## config.mk

```make
export PLATFORM = sky130hd
export DESIGN_NAME = integer_to_radix_digits
export DESIGN_NICKNAME = d
export VERILOG_FILES = /design/src/rtl/core/itd_pkg.sv /design/src/rtl/core/integer_to_radix_digits.sv /design/src/rtl/core/itd_ram.sv /design/src/rtl/core/itd_queue.sv /design/src/rtl/core/itd_front.sv /design/src/rtl/core/itd_back.sv
export SDC_FILE = /design/constraint.sdc
export NUM_CORES = 1
export LEC_CHECK = 0
export BUFFER_PORTS_ARGS = -buffer_cell sky130_fd_sc_hd__buf_2
export CAP_MARGIN = 30
export CORE_MARGIN = 4
export CORE_UTILIZATION = 40
export CTS_CLUSTER_DIAMETER = 200
export DETAILED_ROUTE_END_ITERATION = 8
export PLACE_DENSITY_LB_ADDON = 0.15
export SLEW_MARGIN = 0
export SYNTH_ARGS = -nofsm -noshare
export SYNTH_HDL_FRONTEND = slang
export SYNTH_SLANG_ARGS = --single-unit
```

## constraint.sdc

```tcl
create_clock -name i_clk -period 28.4 [get_ports i_clk]
set_clock_uncertainty 0.15 [all_clocks]
set_input_delay 2.84 -clock i_clk [delete_from_list [all_inputs] [get_ports i_clk]]
set_output_delay 2.84 -clock i_clk [all_outputs]
set_load 0.02 [all_outputs]
```

## src/rtl/core/itd_pkg.sv

```systemverilog
// shared types, constants and helpers for the integer to radix digits block
package itd_pkg;

    // conversion sequencer states
    typedef enum logic [2:0] {
        B_IDLE,
        B_START,
        B_DIV,
        B_DECIDE,
        B_EMIT
    } t_back_state;

    // result status codes
    localparam logic [1:0] ST_CHAR     = 2'd0;
    localparam logic [1:0] ST_OVERFLOW = 2'd1;
    localparam logic [1:0] ST_MEASURE  = 2'd2;

    // limits of the inputs
    localparam logic [5:0] RADIX_MIN = 6'd2;
    localparam logic [5:0] RADIX_MAX = 6'd36;
    localparam logic [5:0] RADIX_DEC = 6'd10;
    localparam logic [6:0] TEXT_MAX  = 7'd64;

    localparam logic [7:0] CHAR_MINUS = 8'h2D;
    localparam logic [7:0] CHAR_ZERO  = 8'h30;
    localparam logic [7:0] CHAR_UPPER = 8'h41;

    // long division works on the magnitude one byte per cycle
    localparam int CHUNK_BITS = 8;

    localparam int JOB_DEPTH = 2;
    localparam int OUT_DEPTH = 2;

    // classified job control fields
    typedef struct packed {
        logic [5:0] radix;
        logic [6:0] cap;
        logic       measure;
        logic       minus;
        logic       pow2;
        logic [2:0] shift;
    } t_job_ctl;

    // one result transaction
    typedef struct packed {
        logic [7:0] char_code;
        logic [1:0] status;
        logic [6:0] text_width;
        logic       last;
    } t_out;

    // digit value to ascii, 0-9 then A-Z
    function automatic logic [7:0] digit_char(input logic [5:0] d);
        logic [7:0] c;
        if (d < 6'd10) begin
            c = CHAR_ZERO + {2'b00, d};
        end else begin
            c = CHAR_UPPER + {2'b00, d} - 8'd10;
        end
        return c;
    endfunction

endpackage

```

## src/rtl/core/integer_to_radix_digits.sv

```systemverilog
// top level: integer to ascii digit string converter in radix 2 to 36
// flow: front holding register, job queue, back sequencer; radix 2/4/8/16/32 digits come
// by mask and shift, others by long division (one quotient byte per cycle in the divider),
// then a decision state, and the characters are read back from the digit buffer
// throughput: one request in the digit unit at a time
// reset: synchronous active low, clears the queues and the sequencer; the buffer is not cleared
module integer_to_radix_digits
    import itd_pkg::*;
#(
    parameter int VALUE_BITS = 64
) (
    input  logic        i_clk,
    input  logic        i_rst_n,
    input  logic        i_valid,
    output logic        o_stall,
    input  logic [63:0] i_value,
    input  logic        i_mode,
    input  logic [5:0]  i_radix,
    input  logic [6:0]  i_capacity,
    input  logic        i_measure_only,
    output logic        o_valid,
    input  logic        i_stall,
    output logic [7:0]  o_char_code,
    output logic [1:0]  o_status,
    output logic [6:0]  o_text_width,
    output logic        o_last
);

    localparam int JOB_W = VALUE_BITS + $bits(t_job_ctl);
    localparam int JC_W  = $clog2(JOB_DEPTH + 1);

    logic                  f_valid;
    logic [VALUE_BITS-1:0] f_mag;
    t_job_ctl              f_ctl;
    logic                  q_full;
    logic                  q_valid;
    logic [JOB_W-1:0]      q_data;
    logic [JC_W-1:0]       q_count;
    logic                  q_pop;
    logic [VALUE_BITS-1:0] b_mag;
    t_job_ctl              b_ctl;

    // request intake and classification
    itd_front #(
        .VALUE_BITS (VALUE_BITS)
    ) u_front (
        .i_clk          (i_clk),
        .i_rst_n        (i_rst_n),
        .i_valid        (i_valid),
        .o_stall        (o_stall),
        .i_value        (i_value),
        .i_mode         (i_mode),
        .i_radix        (i_radix),
        .i_capacity     (i_capacity),
        .i_measure_only (i_measure_only),
        .o_job_valid    (f_valid),
        .o_job_mag      (f_mag),
        .o_job_ctl      (f_ctl),
        .i_job_full     (q_full)
    );

    // job queue between front and back
    itd_queue #(
        .WIDTH (JOB_W),
        .DEPTH (JOB_DEPTH)
    ) u_job_q (
        .i_clk      (i_clk),
        .i_rst_n    (i_rst_n),
        .i_wr_valid (f_valid),
        .i_wr_data  ({f_mag, f_ctl}),
        .o_full     (q_full),
        .o_rd_valid (q_valid),
        .o_rd_data  (q_data),
        .i_rd_en    (q_pop),
        .o_count    (q_count)
    );

    assign b_mag = q_data[JOB_W-1 -: VALUE_BITS];
    assign b_ctl = t_job_ctl'(q_data[$bits(t_job_ctl)-1:0]);

    // digit generation and emission
    itd_back #(
        .VALUE_BITS (VALUE_BITS)
    ) u_back (
        .i_clk        (i_clk),
        .i_rst_n      (i_rst_n),
        .i_job_valid  (q_valid),
        .i_job_mag    (b_mag),
        .i_job_ctl    (b_ctl),
        .o_job_pop    (q_pop),
        .o_valid      (o_valid),
        .i_stall      (i_stall),
        .o_char_code  (o_char_code),
        .o_status     (o_status),
        .o_text_width (o_text_width),
        .o_last       (o_last)
    );

`ifndef SYNTHESIS
    a_job_count: assert property (@(posedge i_clk) disable iff (!i_rst_n)
        (q_count <= JC_W'(JOB_DEPTH)))
        else $error("job queue count out of range");

    a_pop_needs_job: assert property (@(posedge i_clk) disable iff (!i_rst_n)
        q_pop |-> q_valid)
        else $error("job taken from empty queue");

    a_front_hold: assert property (@(posedge i_clk) disable iff (!i_rst_n)
        (f_valid && q_full) |=> f_valid)
        else $error("classified job dropped while queue full");
`endif

endmodule

```

## src/rtl/core/itd_ram.sv

```systemverilog
// generic simple dual port ram with registered read
module itd_ram #(
    parameter int WIDTH = 8,
    parameter int DEPTH = 64
) (
    input  logic                     i_clk,
    input  logic                     i_wr_en,
    input  logic [$clog2(DEPTH)-1:0] i_wr_addr,
    input  logic [WIDTH-1:0]         i_wr_data,
    input  logic                     i_rd_en,
    input  logic [$clog2(DEPTH)-1:0] i_rd_addr,
    output logic [WIDTH-1:0]         o_rd_data
);

    logic [WIDTH-1:0] r_mem [DEPTH];
    logic [WIDTH-1:0] r_rd_data;

    // write port
    always_ff @(posedge i_clk) begin
        if (i_wr_en) begin
            r_mem[i_wr_addr] <= i_wr_data;
        end
    end

    // registered read port
    always_ff @(posedge i_clk) begin
        if (i_rd_en) begin
            r_rd_data <= r_mem[i_rd_addr];
        end
    end

    assign o_rd_data = r_rd_data;

endmodule

```

## src/rtl/core/itd_queue.sv

```systemverilog
// small register fifo used between front and back and at the output
module itd_queue #(
    parameter int WIDTH = 8,
    parameter int DEPTH = 2
) (
    input  logic                       i_clk,
    input  logic                       i_rst_n,
    input  logic                       i_wr_valid,
    input  logic [WIDTH-1:0]           i_wr_data,
    output logic                       o_full,
    output logic                       o_rd_valid,
    output logic [WIDTH-1:0]           o_rd_data,
    input  logic                       i_rd_en,
    output logic [$clog2(DEPTH+1)-1:0] o_count
);

    localparam int PTR_W = (DEPTH > 1) ? $clog2(DEPTH) : 1;
    localparam int CNT_W = $clog2(DEPTH + 1);

    logic [WIDTH-1:0] r_mem [DEPTH];
    logic [PTR_W-1:0] r_wr, n_wr;
    logic [PTR_W-1:0] r_rd, n_rd;
    logic [CNT_W-1:0] r_count, n_count;
    logic             push;
    logic             pop;

    assign o_full     = (r_count == CNT_W'(DEPTH));
    assign o_rd_valid = (r_count != '0);
    assign o_rd_data  = r_mem[r_rd];
    assign o_count    = r_count;

    assign push = i_wr_valid && !o_full;
    assign pop  = o_rd_valid && i_rd_en;

    // pointer and count update
    always_comb begin
        n_wr    = r_wr;
        n_rd    = r_rd;
        n_count = r_count;
        if (push) begin
            n_wr = (r_wr == PTR_W'(DEPTH - 1)) ? '0 : r_wr + PTR_W'(1);
        end
        if (pop) begin
            n_rd = (r_rd == PTR_W'(DEPTH - 1)) ? '0 : r_rd + PTR_W'(1);
        end
        if (push && !pop) begin
            n_count = r_count + CNT_W'(1);
        end else if (pop && !push) begin
            n_count = r_count - CNT_W'(1);
        end
    end

    // control registers
    always_ff @(posedge i_clk) begin
        if (!i_rst_n) begin
            r_wr    <= '0;
            r_rd    <= '0;
            r_count <= '0;
        end else begin
            r_wr    <= n_wr;
            r_rd    <= n_rd;
            r_count <= n_count;
        end
    end

    // entry storage
    always_ff @(posedge i_clk) begin
        if (push) begin
            r_mem[r_wr] <= i_wr_data;
        end
    end

endmodule

```

## src/rtl/core/itd_front.sv

```systemverilog
// front end: accepts requests, saturates fields and classifies the conversion
module itd_front
    import itd_pkg::*;
#(
    parameter int VALUE_BITS = 64
) (
    input  logic                  i_clk,
    input  logic                  i_rst_n,
    input  logic                  i_valid,
    output logic                  o_stall,
    input  logic [63:0]           i_value,
    input  logic                  i_mode,
    input  logic [5:0]            i_radix,
    input  logic [6:0]            i_capacity,
    input  logic                  i_measure_only,
    output logic                  o_job_valid,
    output logic [VALUE_BITS-1:0] o_job_mag,
    output t_job_ctl              o_job_ctl,
    input  logic                  i_job_full
);

    logic                  r_valid, n_valid;
    logic [VALUE_BITS-1:0] r_mag;
    t_job_ctl              r_ctl;
    logic                  accept;
    logic [VALUE_BITS-1:0] val;
    logic [VALUE_BITS-1:0] mag_c;
    t_job_ctl              ctl_c;

    assign o_stall = r_valid && i_job_full;
    assign accept  = i_valid && !o_stall;
    assign val     = i_value[VALUE_BITS-1:0];

    // field saturation and classification
    always_comb begin
        ctl_c = '0;
        if (i_radix < RADIX_MIN) begin
            ctl_c.radix = RADIX_MIN;
        end else if (i_radix > RADIX_MAX) begin
            ctl_c.radix = RADIX_MAX;
        end else begin
            ctl_c.radix = i_radix;
        end
        ctl_c.cap     = (i_capacity > TEXT_MAX) ? TEXT_MAX : i_capacity;
        ctl_c.measure = i_measure_only;
        // only a signed negative decimal value gets a minus sign
        ctl_c.minus   = i_mode && val[VALUE_BITS-1] && (ctl_c.radix == RADIX_DEC);
        ctl_c.pow2    = (ctl_c.radix inside {6'd2, 6'd4, 6'd8, 6'd16, 6'd32});
        case (ctl_c.radix)
            6'd2:    ctl_c.shift = 3'd1;
            6'd4:    ctl_c.shift = 3'd2;
            6'd8:    ctl_c.shift = 3'd3;
            6'd16:   ctl_c.shift = 3'd4;
            6'd32:   ctl_c.shift = 3'd5;
            default: ctl_c.shift = 3'd0;
        endcase
        mag_c = ctl_c.minus ? (~val + VALUE_BITS'(1)) : val;
    end

    // holding stage valid
    always_comb begin
        if (accept) begin
            n_valid = 1'b1;
        end else begin
            n_valid = r_valid && i_job_full;
        end
    end

    always_ff @(posedge i_clk) begin
        if (!i_rst_n) begin
            r_valid <= 1'b0;
        end else begin
            r_valid <= n_valid;
        end
    end

    // classified job payload
    always_ff @(posedge i_clk) begin
        if (accept) begin
            r_mag <= mag_c;
            r_ctl <= ctl_c;
        end
    end

    assign o_job_valid = r_valid;
    assign o_job_mag   = r_mag;
    assign o_job_ctl   = r_ctl;

endmodule

```

## src/rtl/core/itd_back.sv

```systemverilog
// back end: digit generation by repeated division, then reversed emission
module itd_back
    import itd_pkg::*;
#(
    parameter int VALUE_BITS = 64
) (
    input  logic                  i_clk,
    input  logic                  i_rst_n,
    input  logic                  i_job_valid,
    input  logic [VALUE_BITS-1:0] i_job_mag,
    input  t_job_ctl              i_job_ctl,
    output logic                  o_job_pop,
    output logic                  o_valid,
    input  logic                  i_stall,
    output logic [7:0]            o_char_code,
    output logic [1:0]            o_status,
    output logic [6:0]            o_text_width,
    output logic                  o_last
);

    localparam int NCH   = (VALUE_BITS + CHUNK_BITS - 1) / CHUNK_BITS;
    localparam int MAG_W = NCH * CHUNK_BITS;
    localparam int IDX_W = (NCH > 1) ? $clog2(NCH) : 1;
    localparam int A_W   = $clog2(VALUE_BITS);
    localparam int N_W   = $clog2(VALUE_BITS + 1);
    localparam int OC_W  = $clog2(OUT_DEPTH + 1);

    t_back_state r_state, n_state;

    logic [MAG_W-1:0] r_mag;
    t_job_ctl         r_ctl;
    logic [IDX_W-1:0] r_idx;
    logic [5:0]       r_rem;
    logic [N_W-1:0]   r_nd;
    logic [6:0]       r_width;
    logic [A_W-1:0]   r_ptr;
    logic             r_infl;
    logic             r_infl_last;
    logic [6:0]       r_infl_width;

    logic [IDX_W-1:0]      top_idx;
    logic [CHUNK_BITS-1:0] chunk_in;
    logic [CHUNK_BITS-1:0] quot_chunk;
    logic [5:0]            div_rem;
    logic [6:0]            trial;
    logic [MAG_W-1:0]      mag_div;
    logic [MAG_W-1:0]      mag_shift;
    logic [5:0]            pow_digit;
    logic [6:0]            width_c;
    logic                  fail_c;

    logic           wr_en;
    logic [7:0]     wr_data;
    logic           rd_en;
    logic [7:0]     rd_data;
    logic           out_push;
    logic           out_pop;
    t_out           out_item;
    t_out           out_head;
    logic           out_full;
    logic [OC_W-1:0] out_count;
    logic           credit_ok;
    logic           direct_ok;

    // highest nonzero byte of the running quotient
    always_comb begin
        top_idx = '0;
        for (int k = 0; k < NCH; k++) begin
            if (|r_mag[k*CHUNK_BITS +: CHUNK_BITS]) begin
                top_idx = IDX_W'(k);
            end
        end
    end

    // one byte of restoring division by the radix
    always_comb begin
        chunk_in   = r_mag[int'(r_idx)*CHUNK_BITS +: CHUNK_BITS];
        div_rem    = r_rem;
        quot_chunk = '0;
        trial      = '0;
        for (int j = CHUNK_BITS - 1; j >= 0; j--) begin
            trial = {div_rem, chunk_in[j]};
            if (trial >= {1'b0, r_ctl.radix}) begin
                quot_chunk[j] = 1'b1;
                div_rem       = 6'(trial - {1'b0, r_ctl.radix});
            end else begin
                div_rem       = trial[5:0];
            end
        end
        mag_div = r_mag;
        mag_div[int'(r_idx)*CHUNK_BITS +: CHUNK_BITS] = quot_chunk;
    end

    // power of two radix: mask and shift
    assign pow_digit = r_mag[5:0] & (r_ctl.radix - 6'd1);
    assign mag_shift = r_mag >> r_ctl.shift;

    assign width_c = 7'(r_nd) + 7'(r_ctl.minus);
    assign fail_c  = r_ctl.measure || (width_c > r_ctl.cap);

    // output credit: queued plus in flight must leave room for one more
    assign out_pop   = o_valid && !i_stall;
    assign credit_ok = (3'(out_count) + 3'(r_infl)) < (3'(OUT_DEPTH) + 3'(out_pop));
    // a push in the same cycle needs a free entry now
    assign direct_ok = !out_full && !r_infl;

    // next state
    always_comb begin
        n_state = r_state;
        case (r_state)
            B_IDLE: begin
                if (i_job_valid) begin
                    n_state = B_START;
                end
            end
            B_START: begin
                if (!r_ctl.pow2) begin
                    n_state = B_DIV;
                end else if (mag_shift == '0) begin
                    n_state = B_DECIDE;
                end
            end
            B_DIV: begin
                if (r_idx == '0) begin
                    n_state = (mag_div == '0) ? B_DECIDE : B_START;
                end
            end
            B_DECIDE: begin
                if (fail_c) begin
                    if (direct_ok) begin
                        n_state = B_IDLE;
                    end
                end else if (r_ctl.minus) begin
                    if (direct_ok) begin
                        n_state = B_EMIT;
                    end
                end else begin
                    n_state = B_EMIT;
                end
            end
            B_EMIT: begin
                if (credit_ok && (r_ptr == '0)) begin
                    n_state = B_IDLE;
                end
            end
            default: n_state = B_IDLE;
        endcase
    end

    // sequencer outputs
    always_comb begin
        o_job_pop = 1'b0;
        wr_en     = 1'b0;
        wr_data   = '0;
        rd_en     = 1'b0;
        out_push  = 1'b0;
        out_item  = '0;
        case (r_state)
            B_IDLE: begin
                o_job_pop = i_job_valid;
            end
            B_START: begin
                if (r_ctl.pow2) begin
                    wr_en   = 1'b1;
                    wr_data = digit_char(pow_digit);
                end
            end
            B_DIV: begin
                if (r_idx == '0) begin
                    wr_en   = 1'b1;
                    wr_data = digit_char(div_rem);
                end
            end
            B_DECIDE: begin
                out_item.text_width = width_c;
                if (fail_c) begin
                    out_push         = direct_ok;
                    out_item.status  = r_ctl.measure ? ST_MEASURE : ST_OVERFLOW;
                    out_item.last    = 1'b1;
                end else if (r_ctl.minus) begin
                    // at least one digit always follows the sign
                    out_push           = direct_ok;
                    out_item.char_code = CHAR_MINUS;
                    out_item.status    = ST_CHAR;
                end
            end
            B_EMIT: begin
                rd_en = credit_ok;
            end
            default: begin
                o_job_pop = 1'b0;
            end
        endcase
        // digits come back from the buffer in the cycle after the read
        if (r_infl) begin
            out_push            = 1'b1;
            out_item.char_code  = rd_data;
            out_item.status     = ST_CHAR;
            out_item.text_width = r_infl_width;
            out_item.last       = r_infl_last;
        end
    end

    // control registers
    always_ff @(posedge i_clk) begin
        if (!i_rst_n) begin
            r_state <= B_IDLE;
            r_infl  <= 1'b0;
        end else begin
            r_state <= n_state;
            r_infl  <= rd_en;
        end
    end

    // datapath registers
    always_ff @(posedge i_clk) begin
        r_infl_last  <= (r_ptr == '0);
        r_infl_width <= r_width;
        case (r_state)
            B_IDLE: begin
                r_mag <= MAG_W'(i_job_mag);
                r_ctl <= i_job_ctl;
                r_nd  <= '0;
            end
            B_START: begin
                r_idx <= top_idx;
                r_rem <= '0;
                if (r_ctl.pow2) begin
                    r_mag <= mag_shift;
                    r_nd  <= r_nd + N_W'(1);
                end
            end
            B_DIV: begin
                r_mag <= mag_div;
                r_rem <= div_rem;
                r_idx <= r_idx - IDX_W'(1);
                if (r_idx == '0) begin
                    r_nd <= r_nd + N_W'(1);
                end
            end
            B_DECIDE: begin
                r_width <= width_c;
                r_ptr   <= A_W'(r_nd - N_W'(1));
            end
            B_EMIT: begin
                if (rd_en) begin
                    r_ptr <= r_ptr - A_W'(1);
                end
            end
            default: begin
                r_rem <= '0;
            end
        endcase
    end

    // digit buffer, least significant digit at address zero
    itd_ram #(
        .WIDTH (8),
        .DEPTH (VALUE_BITS)
    ) u_digits (
        .i_clk     (i_clk),
        .i_wr_en   (wr_en),
        .i_wr_addr (r_nd[A_W-1:0]),
        .i_wr_data (wr_data),
        .i_rd_en   (rd_en),
        .i_rd_addr (r_ptr),
        .o_rd_data (rd_data)
    );

    // output skid queue
    itd_queue #(
        .WIDTH ($bits(t_out)),
        .DEPTH (OUT_DEPTH)
    ) u_out_q (
        .i_clk      (i_clk),
        .i_rst_n    (i_rst_n),
        .i_wr_valid (out_push),
        .i_wr_data  (out_item),
        .o_full     (out_full),
        .o_rd_valid (o_valid),
        .o_rd_data  (out_head),
        .i_rd_en    (!i_stall),
        .o_count    (out_count)
    );

    assign o_char_code  = out_head.char_code;
    assign o_status     = out_head.status;
    assign o_text_width = out_head.text_width;
    assign o_last       = out_head.last;

`ifndef SYNTHESIS
    a_rem_below_radix: assert property (@(posedge i_clk) disable iff (!i_rst_n)
        (r_state == B_DIV) |-> (r_rem < r_ctl.radix))
        else $error("division remainder reached the radix");

    a_digit_count: assert property (@(posedge i_clk) disable iff (!i_rst_n)
        (r_nd <= N_W'(VALUE_BITS)))
        else $error("digit count beyond buffer depth");

    a_read_from_emit: assert property (@(posedge i_clk) disable iff (!i_rst_n)
        r_infl |-> $past(r_state == B_EMIT))
        else $error("buffer read outside emission");

    a_out_room: assert property (@(posedge i_clk) disable iff (!i_rst_n)
        (out_push && !out_pop) |-> !out_full)
        else $error("output queue overrun");
`endif

endmodule
```

; ---- Word-level counts from Yosys, hierarchy flattened
; Memories as Yosys holds them, arrays and structs flattened. A register that Yosys moved wholly into a read port is not among the register bits.
; Cells that the tools add are included.
[word_totals]
regBits = 216
ramBits = 714
output_inout_bits = 20
wordCells = 243
memories = 3
[op_classes]
add_sub_neg = 32
n_lt_le_gt_ge = 15
n_eq_ne = 20
shift = 4
muxes = 88
bitwise_logic = 2
n_reduce_logical = 49
[memory_table]
columns = name, words, word_bits, rd, rd_ports_with_merged_regs, wr, line_no
row1 = u_back.u_digits.r_mem, 64, 8, 1, 1, 1, itd_ram.sv:15  ; logic [WIDTH-1:0] r_mem [DEPTH];
row2 = u_job_q.r_mem, 2, 83, 1, 1, 1, itd_queue.sv:20  ; logic [WIDTH-1:0] r_mem [DEPTH];
row3 = u_back.u_out_q.r_mem, 2, 18, 1, 1, 1, itd_queue.sv:20
[op_table]
columns = operator, n
row1 = case mux 64 bit (3 select lines), 1
row2 = logical NOT 64 bit, 2
row3 = 2-to-1 mux 64 bit, 2
row4 = 2-to-1 mux 6 bit, 12
row5 = "adder 64 x 1 -> 64 bit, second input constant", 1
row6 = bitwise mux 64 bit, 1
row7 = NOT 64 bit, 1
row8 = "variable shift 8 x 33 -> 64 bit, first input constant", 1
row9 = variable part select 64 x 7 -> 8 bit, 1
row10 = variable part select 8 x 33 -> 64 bit, 1
row11 = >> shifter 64 x 3 -> 64 bit, 1
row12 = >= comparator 7 x 6 -> 1 bit, 8
row13 = OR reduction 8 bit, 7
row14 = subtractor 6 bit, 8
row15 = 2-to-1 mux 8 bit, 5
row16 = 2-to-1 mux 3 bit, 13
row17 = 2-to-1 mux 18 bit, 2
row18 = 2-to-1 mux 1 bit, 33
row19 = negation 6 -> 33 bit, 1
row20 = case mux 3 bit (5 select lines), 2
row21 = case mux 6 bit (2 select lines), 2
row22 = case mux 7 bit (3 select lines), 1
row23 = 2-to-1 mux 2 bit, 9
row24 = "subtractor 6 x 1 -> 6 bit, second input constant", 3
row25 = 45 further kinds, 92

; ---- Logic depth before layout (Yosys ltp)
[logic_depth]
ltp_word = 23
depth_mapped = 94
ltp_nobuf = 88

; ---- Modules after synthesis
; From an unflattened synthesis, not the netlist that was laid out.
[hier_totals]
cells_unflattened = 3161
hier_area_um2 = 45648.8
[by_module_without_submodules]
columns = module, n_inst, cells_per_inst, area_each_um2, seq_area_each_um2
row1 = itd_ram, 1, 940, 20246.9, 15615.0
row2 = itd_back, 1, 1504, 13233.9, 3603.5
row3 = itd_queue at u_job_q, 1, 283, 6247.2, 5084.9
row4 = itd_front, 1, 353, 4388.0, 2512.4
row5 = itd_queue at u_back.u_out_q, 1, 81, 1532.7, 1181.1

; ---- Worst setup path after synthesis
; No wires, ideal clock.
[synth_path]
kind = register to register
start = register u_back.r_idx[0]
end = memory u_back.u_digits.r_mem[0][1] (data pin)
setup_time_ns = 0.552
arrival_ns = 19.561
required_ns = 27.698
setup_slack_ns = 8.136
path_stages_with_launch = 91
path_cell_list = edfxtp_1 > mux4_2 > mux2i_1 > ha_1 > nand2b_1 > a211oi_1 > o31a_1 > buf_6 > mux2i_1 > inv_1 > ha_1 > and3_1 > a31oi_1 > a31oi_1 > nor2_2 > mux2_2 > inv_1 > ha_1 > (+55 left out) > mux2i_1 > ha_1 > nor2b_1 > o21ai_0 > nand2b_1 > a21o_1 > a21o_1 > a31o_2 > a21o_1 > nor3b_1 > nor2_1 > o21a_1 > buf_6 > a221oi_4 > ha_1 > o221ai_4 > mux2_1 > o22ai_1
[synth_via]
elab_chain_len = 22
elab_cells_between_ends = 33
[synth_rtl]
columns = element, line_no
row1 = from (decl), itd_back.sv:32  ; logic [IDX_W-1:0] r_idx;
row2 = from (signal assigned), itd_back.sv:226  ; r_idx <= top_idx;
row3 = from (signal assigned), itd_back.sv:236  ; r_idx <= r_idx - IDX_W'(1);
row4 = variable part select 64 x 7 -> 8 bit, itd_back.sv:77  ; chunk_in = r_mag[int'(r_idx)*CHUNK_BITS +: CHUNK_BITS];
row5 = subtractor 6 bit or >= comparator 7 x 6 -> 1 bit (tied branches), "itd_back.sv:85, itd_back.sv:83"
row6 = 2-to-1 mux 6 bit, itd_back.sv:83  ; if (trial >= {1'b0, r_ctl.radix}) begin
row7 = subtractor 6 bit or >= comparator 7 x 6 -> 1 bit (tied branches), "itd_back.sv:85, itd_back.sv:83"
row8 = 2-to-1 mux 6 bit, itd_back.sv:83
row9 = subtractor 6 bit or >= comparator 7 x 6 -> 1 bit (tied branches), "itd_back.sv:85, itd_back.sv:83"
row10 = 2-to-1 mux 6 bit, itd_back.sv:83
row11 = subtractor 6 bit or >= comparator 7 x 6 -> 1 bit (tied branches), "itd_back.sv:85, itd_back.sv:83"
row12 = (+7 left out), -
row13 = subtractor 6 bit or >= comparator 7 x 6 -> 1 bit (tied branches), "itd_back.sv:85, itd_back.sv:83"
row14 = 2-to-1 mux 6 bit, itd_back.sv:83
row15 = adder 7 x 6 -> 8 bit, itd_pkg.sv:58  ; c = CHAR_UPPER + {2'b00, d} - 8'd10;
row16 = subtractor 8 x 4 -> 8 bit, itd_pkg.sv:58
row17 = 2-to-1 mux 8 bit, itd_pkg.sv:55  ; if (d < 6'd10) begin
row18 = 2-to-1 mux 8 bit *, itd_back.sv:169  ; if (r_idx == '0) begin
row19 = case mux 8 bit (2 select lines) *, itd_back.sv:158  ; case (r_state)
row20 = net u_back.u_digits.i_wr_data[1], itd_ram.sv:9  ; input logic [WIDTH-1:0] i_wr_data,
row21 = to (decl), itd_ram.sv:15
; Mark *: on every way through the listed nets, which the timed path passes. The rest lies on a longest branch.

; ---- Final worst setup path
[layout_path]
start = register u_back.r_idx[1]
end = memory u_back.u_digits.r_mem[1008][1] (netlist: u_back.u_digits.r_mem[63][1]) (data pin)
; The elaborated chain is that of the path after synthesis.

==> qor.yml <==
drt_first_iter_violations: 3369
synth_fp_nets: 2994
path_clk_slew_ps: 60
start_util: 0.404
wl_per_cell_um: 26.8
drtPass1Iterations: 6
syn_area_um2: 42000
timing.critical_path.to_type: "flop"
rows: 118
syn2layout_area_growth_pct: 12.5
post-place-ws_ps: 5400
timing.setup.tns_ps: 0
cts_hold_buf: 0
synth-seq-area-share: 0.619
status: "finished, final reports clean"
core-area_um2: 104000
slowest_stage: "edfxtp_1"
die_area_um2: 110000
cp.required_ps: 28650
slowest_delay_ps: 870
relSlewSlack: 0.350
avgSynthCellArea_um2: 14.8
routed_wl_um: 118000
critPathLaunchType: "flop"
critPathKind: "reg2reg"
max_freq_ghz: 0.0429
vias: 25886
async_flop_share: 0
ys.flop_type: "edfxtp_1"
grt_max_degree: 115
grt_antenna_before_repair: 8
cts_tree: "done"
finalSetupViolations: 0
maxCapViolations: 0
rsz0062_at_grt: "false"
cts-root-buf: "clkbuf_16"
yosys.cell_types.count: 90
period_minus_slack_ps: 23300
die_w_um: 332
grt_pass1_wl_um: 176000
cts_sinks: 873
cpLargestDelayFamily: "compound AO/OA/AOI/OAI gates"
fin_nets: 3091
ant_nets: 0
hold_class: "reg2reg"
synth_edf_count: 850
grt.overflow.total: 0
cp.buffers_inverters: 9
worstMarginPinSlew_ps: 966
worst-path-max-fanout: 64
synth-seq-cells: 873
cts_buffer_depth: 3
drc: 0
hold_slack_ps: 190
netlist_instances: 2831
h-tree-depth: 3
first_global_vias: 26109
cts_setup_buffers: 0
place_congestion: 0.937
layout-drive-gt1-share: 0.200
critPathArrivalTime_ps: 23550
slew_violations: 0
finalHoldViolCount: 0
crit_path_frequent_cell: "ha_1"
io_buffers: 101
post_cts_resized: 0
timing.final.ws_setup_ps: 5100
clock_latency_ps: 700
die_h_um: 332
via_per_inst: 5.89
place.detailed.hpwl_um: 81100
io_pins: 103
numCtsBuffers: 94
ys_warn_count: 0
fin_crit_sh: 0.820
grt_usage: 0.211
==> layout by cell type (no fill, tap or decap), drive strengths merged, types with 13 or more instances in the layout <==
| cell type | n |
|---|---|
| edfxtp | 850 |
| a21o | 19 |
| inv | 70 |
| o21a | 17 |
| o31ai | 23 |
| nand2 | 212 |
| nor2b | 32 |
| nand3 | 29 |
| buf | 151 |
| nor2 | 183 |
| and3 | 15 |
| nand2b | 19 |
| clkinv | 48 |
| a211oi | 15 |
| o21ai | 135 |
| mux2 | 53 |
| o211ai | 24 |
| ha | 72 |
| or3 | 22 |
| nor4 | 25 |
| clkbuf | 117 |
| nor3 | 49 |
| and2 | 21 |
| dfxtp | 23 |
| a21oi | 88 |
| xor2 | 40 |
| xnor2 | 78 |
| mux4 | 198 |
| mux2i | 157 |
| or4 | 13 |
| o221ai | 59 |
==> registers in the layout, summed over array words and instances, names as in the netlist, 6 cells and up, named ones only <==
register / flops
u_back.u_digits.r_mem: 448
u_job_q.r_mem: 166
u_back.r_mag: 64
u_front.o_job_mag: 64
u_back.u_out_q.r_mem: 34
u_back.r_ctl: 19
u_front.o_job_ctl: 19
u_back.r_infl_width: 7
u_back.r_nd: 7
u_back.r_width: 7
u_back.u_digits.o_rd_data: 7
u_back.r_ptr: 6
u_back.r_rem: 6
==> metrics by stage <==
step / util / cells / area, um^2
after floorplan: - / 2831 / 42000
after global placement: 0.424 / 4203 / 44000
after detailed placement: 0.425 / 4208 / 44100
after CTS: 0.454 / 4384 / 47100
after global routing: 0.455 / 4389 / 47200
final: 0.455 / 4393 / 47200
==> logic make-up after synthesis <==
group / after synthesis / synth area share
other: 1 / 0.0000894
buffers and inverters: 219 / 0.0205
DFF: 873 / 0.619
xor gates and xnor gates: 118 / 0.0246
adders and majority gates: 82 / 0.0258
and+or+nand+nor: 664 / 0.0752
AOI/OAI and AO/OA: 466 / 0.0762
muxes: 408 / 0.158
==> synth_stat cells, types with 20 or more instances <==
library cell / instances / area, um^2
edfxtp_1: 850 / 25500
nand2_1: 211 / 792
mux4_2: 198 / 4460
nor2_1: 182 / 683
mux2i_1: 156 / 1560
o21ai_0: 130 / 651
clkbuf_1: 113 / 424
a21oi_1: 88 / 440
xnor2_1: 78 / 683
ha_1: 72 / 901
inv_1: 65 / 244
o221ai_1: 58 / 508
mux2_2: 51 / 574
nor3_1: 49 / 245
xor2_1: 40 / 350
nor2b_1: 32 / 200
buf_1: 31 / 116
nand3_1: 29 / 145
nor4_1: 25 / 156
dfxtp_1: 23 / 460
o211ai_1: 23 / 173
or3_1: 22 / 138
o31ai_1: 21 / 158
and2_1: 20 / 125
==> area by class of cell <==
type / count / area (um^2)
tap: 1380 / 1730
clock buffer: 115 / 2480
fill: 9128 / 56600
multi-input combinational: 1739 / 15200
sequential: 873 / 26000
clock inverter: 61 / 576
antenna: 5 / 12.5
inverter: 67 / 251
timing repair buffer: 153 / 963
==> layer usage <==
layer / vias up / routed length [um] / track usage
li1: 11382 / - / -
met1: 13350 / 53800 / 0.316
met2: 976 / 52700 / 0.316
met3: 174 / 8660 / 0.0403
met4: 4 / 2640 / 0.0563
met5: - / 29 / 0
==> path summary, 6_finish.rpt <==
path,cells past startpoint,start,slack (ps),endpoint
min,0,u_back.r_width[4],190,u_back.r_infl_width[4]
max reg2reg,86,u_back.r_idx[1],5100,u_back.u_digits.r_mem[63][1]
min reg2reg,0,u_back.r_width[4],190,u_back.r_infl_width[4]
max,86,u_back.r_idx[1],5100,u_back.u_digits.r_mem[63][1]
Power is left out: the tool's default activity adds up to more than one toggle a clock period on the data nets, which glitch-free logic cannot reach.
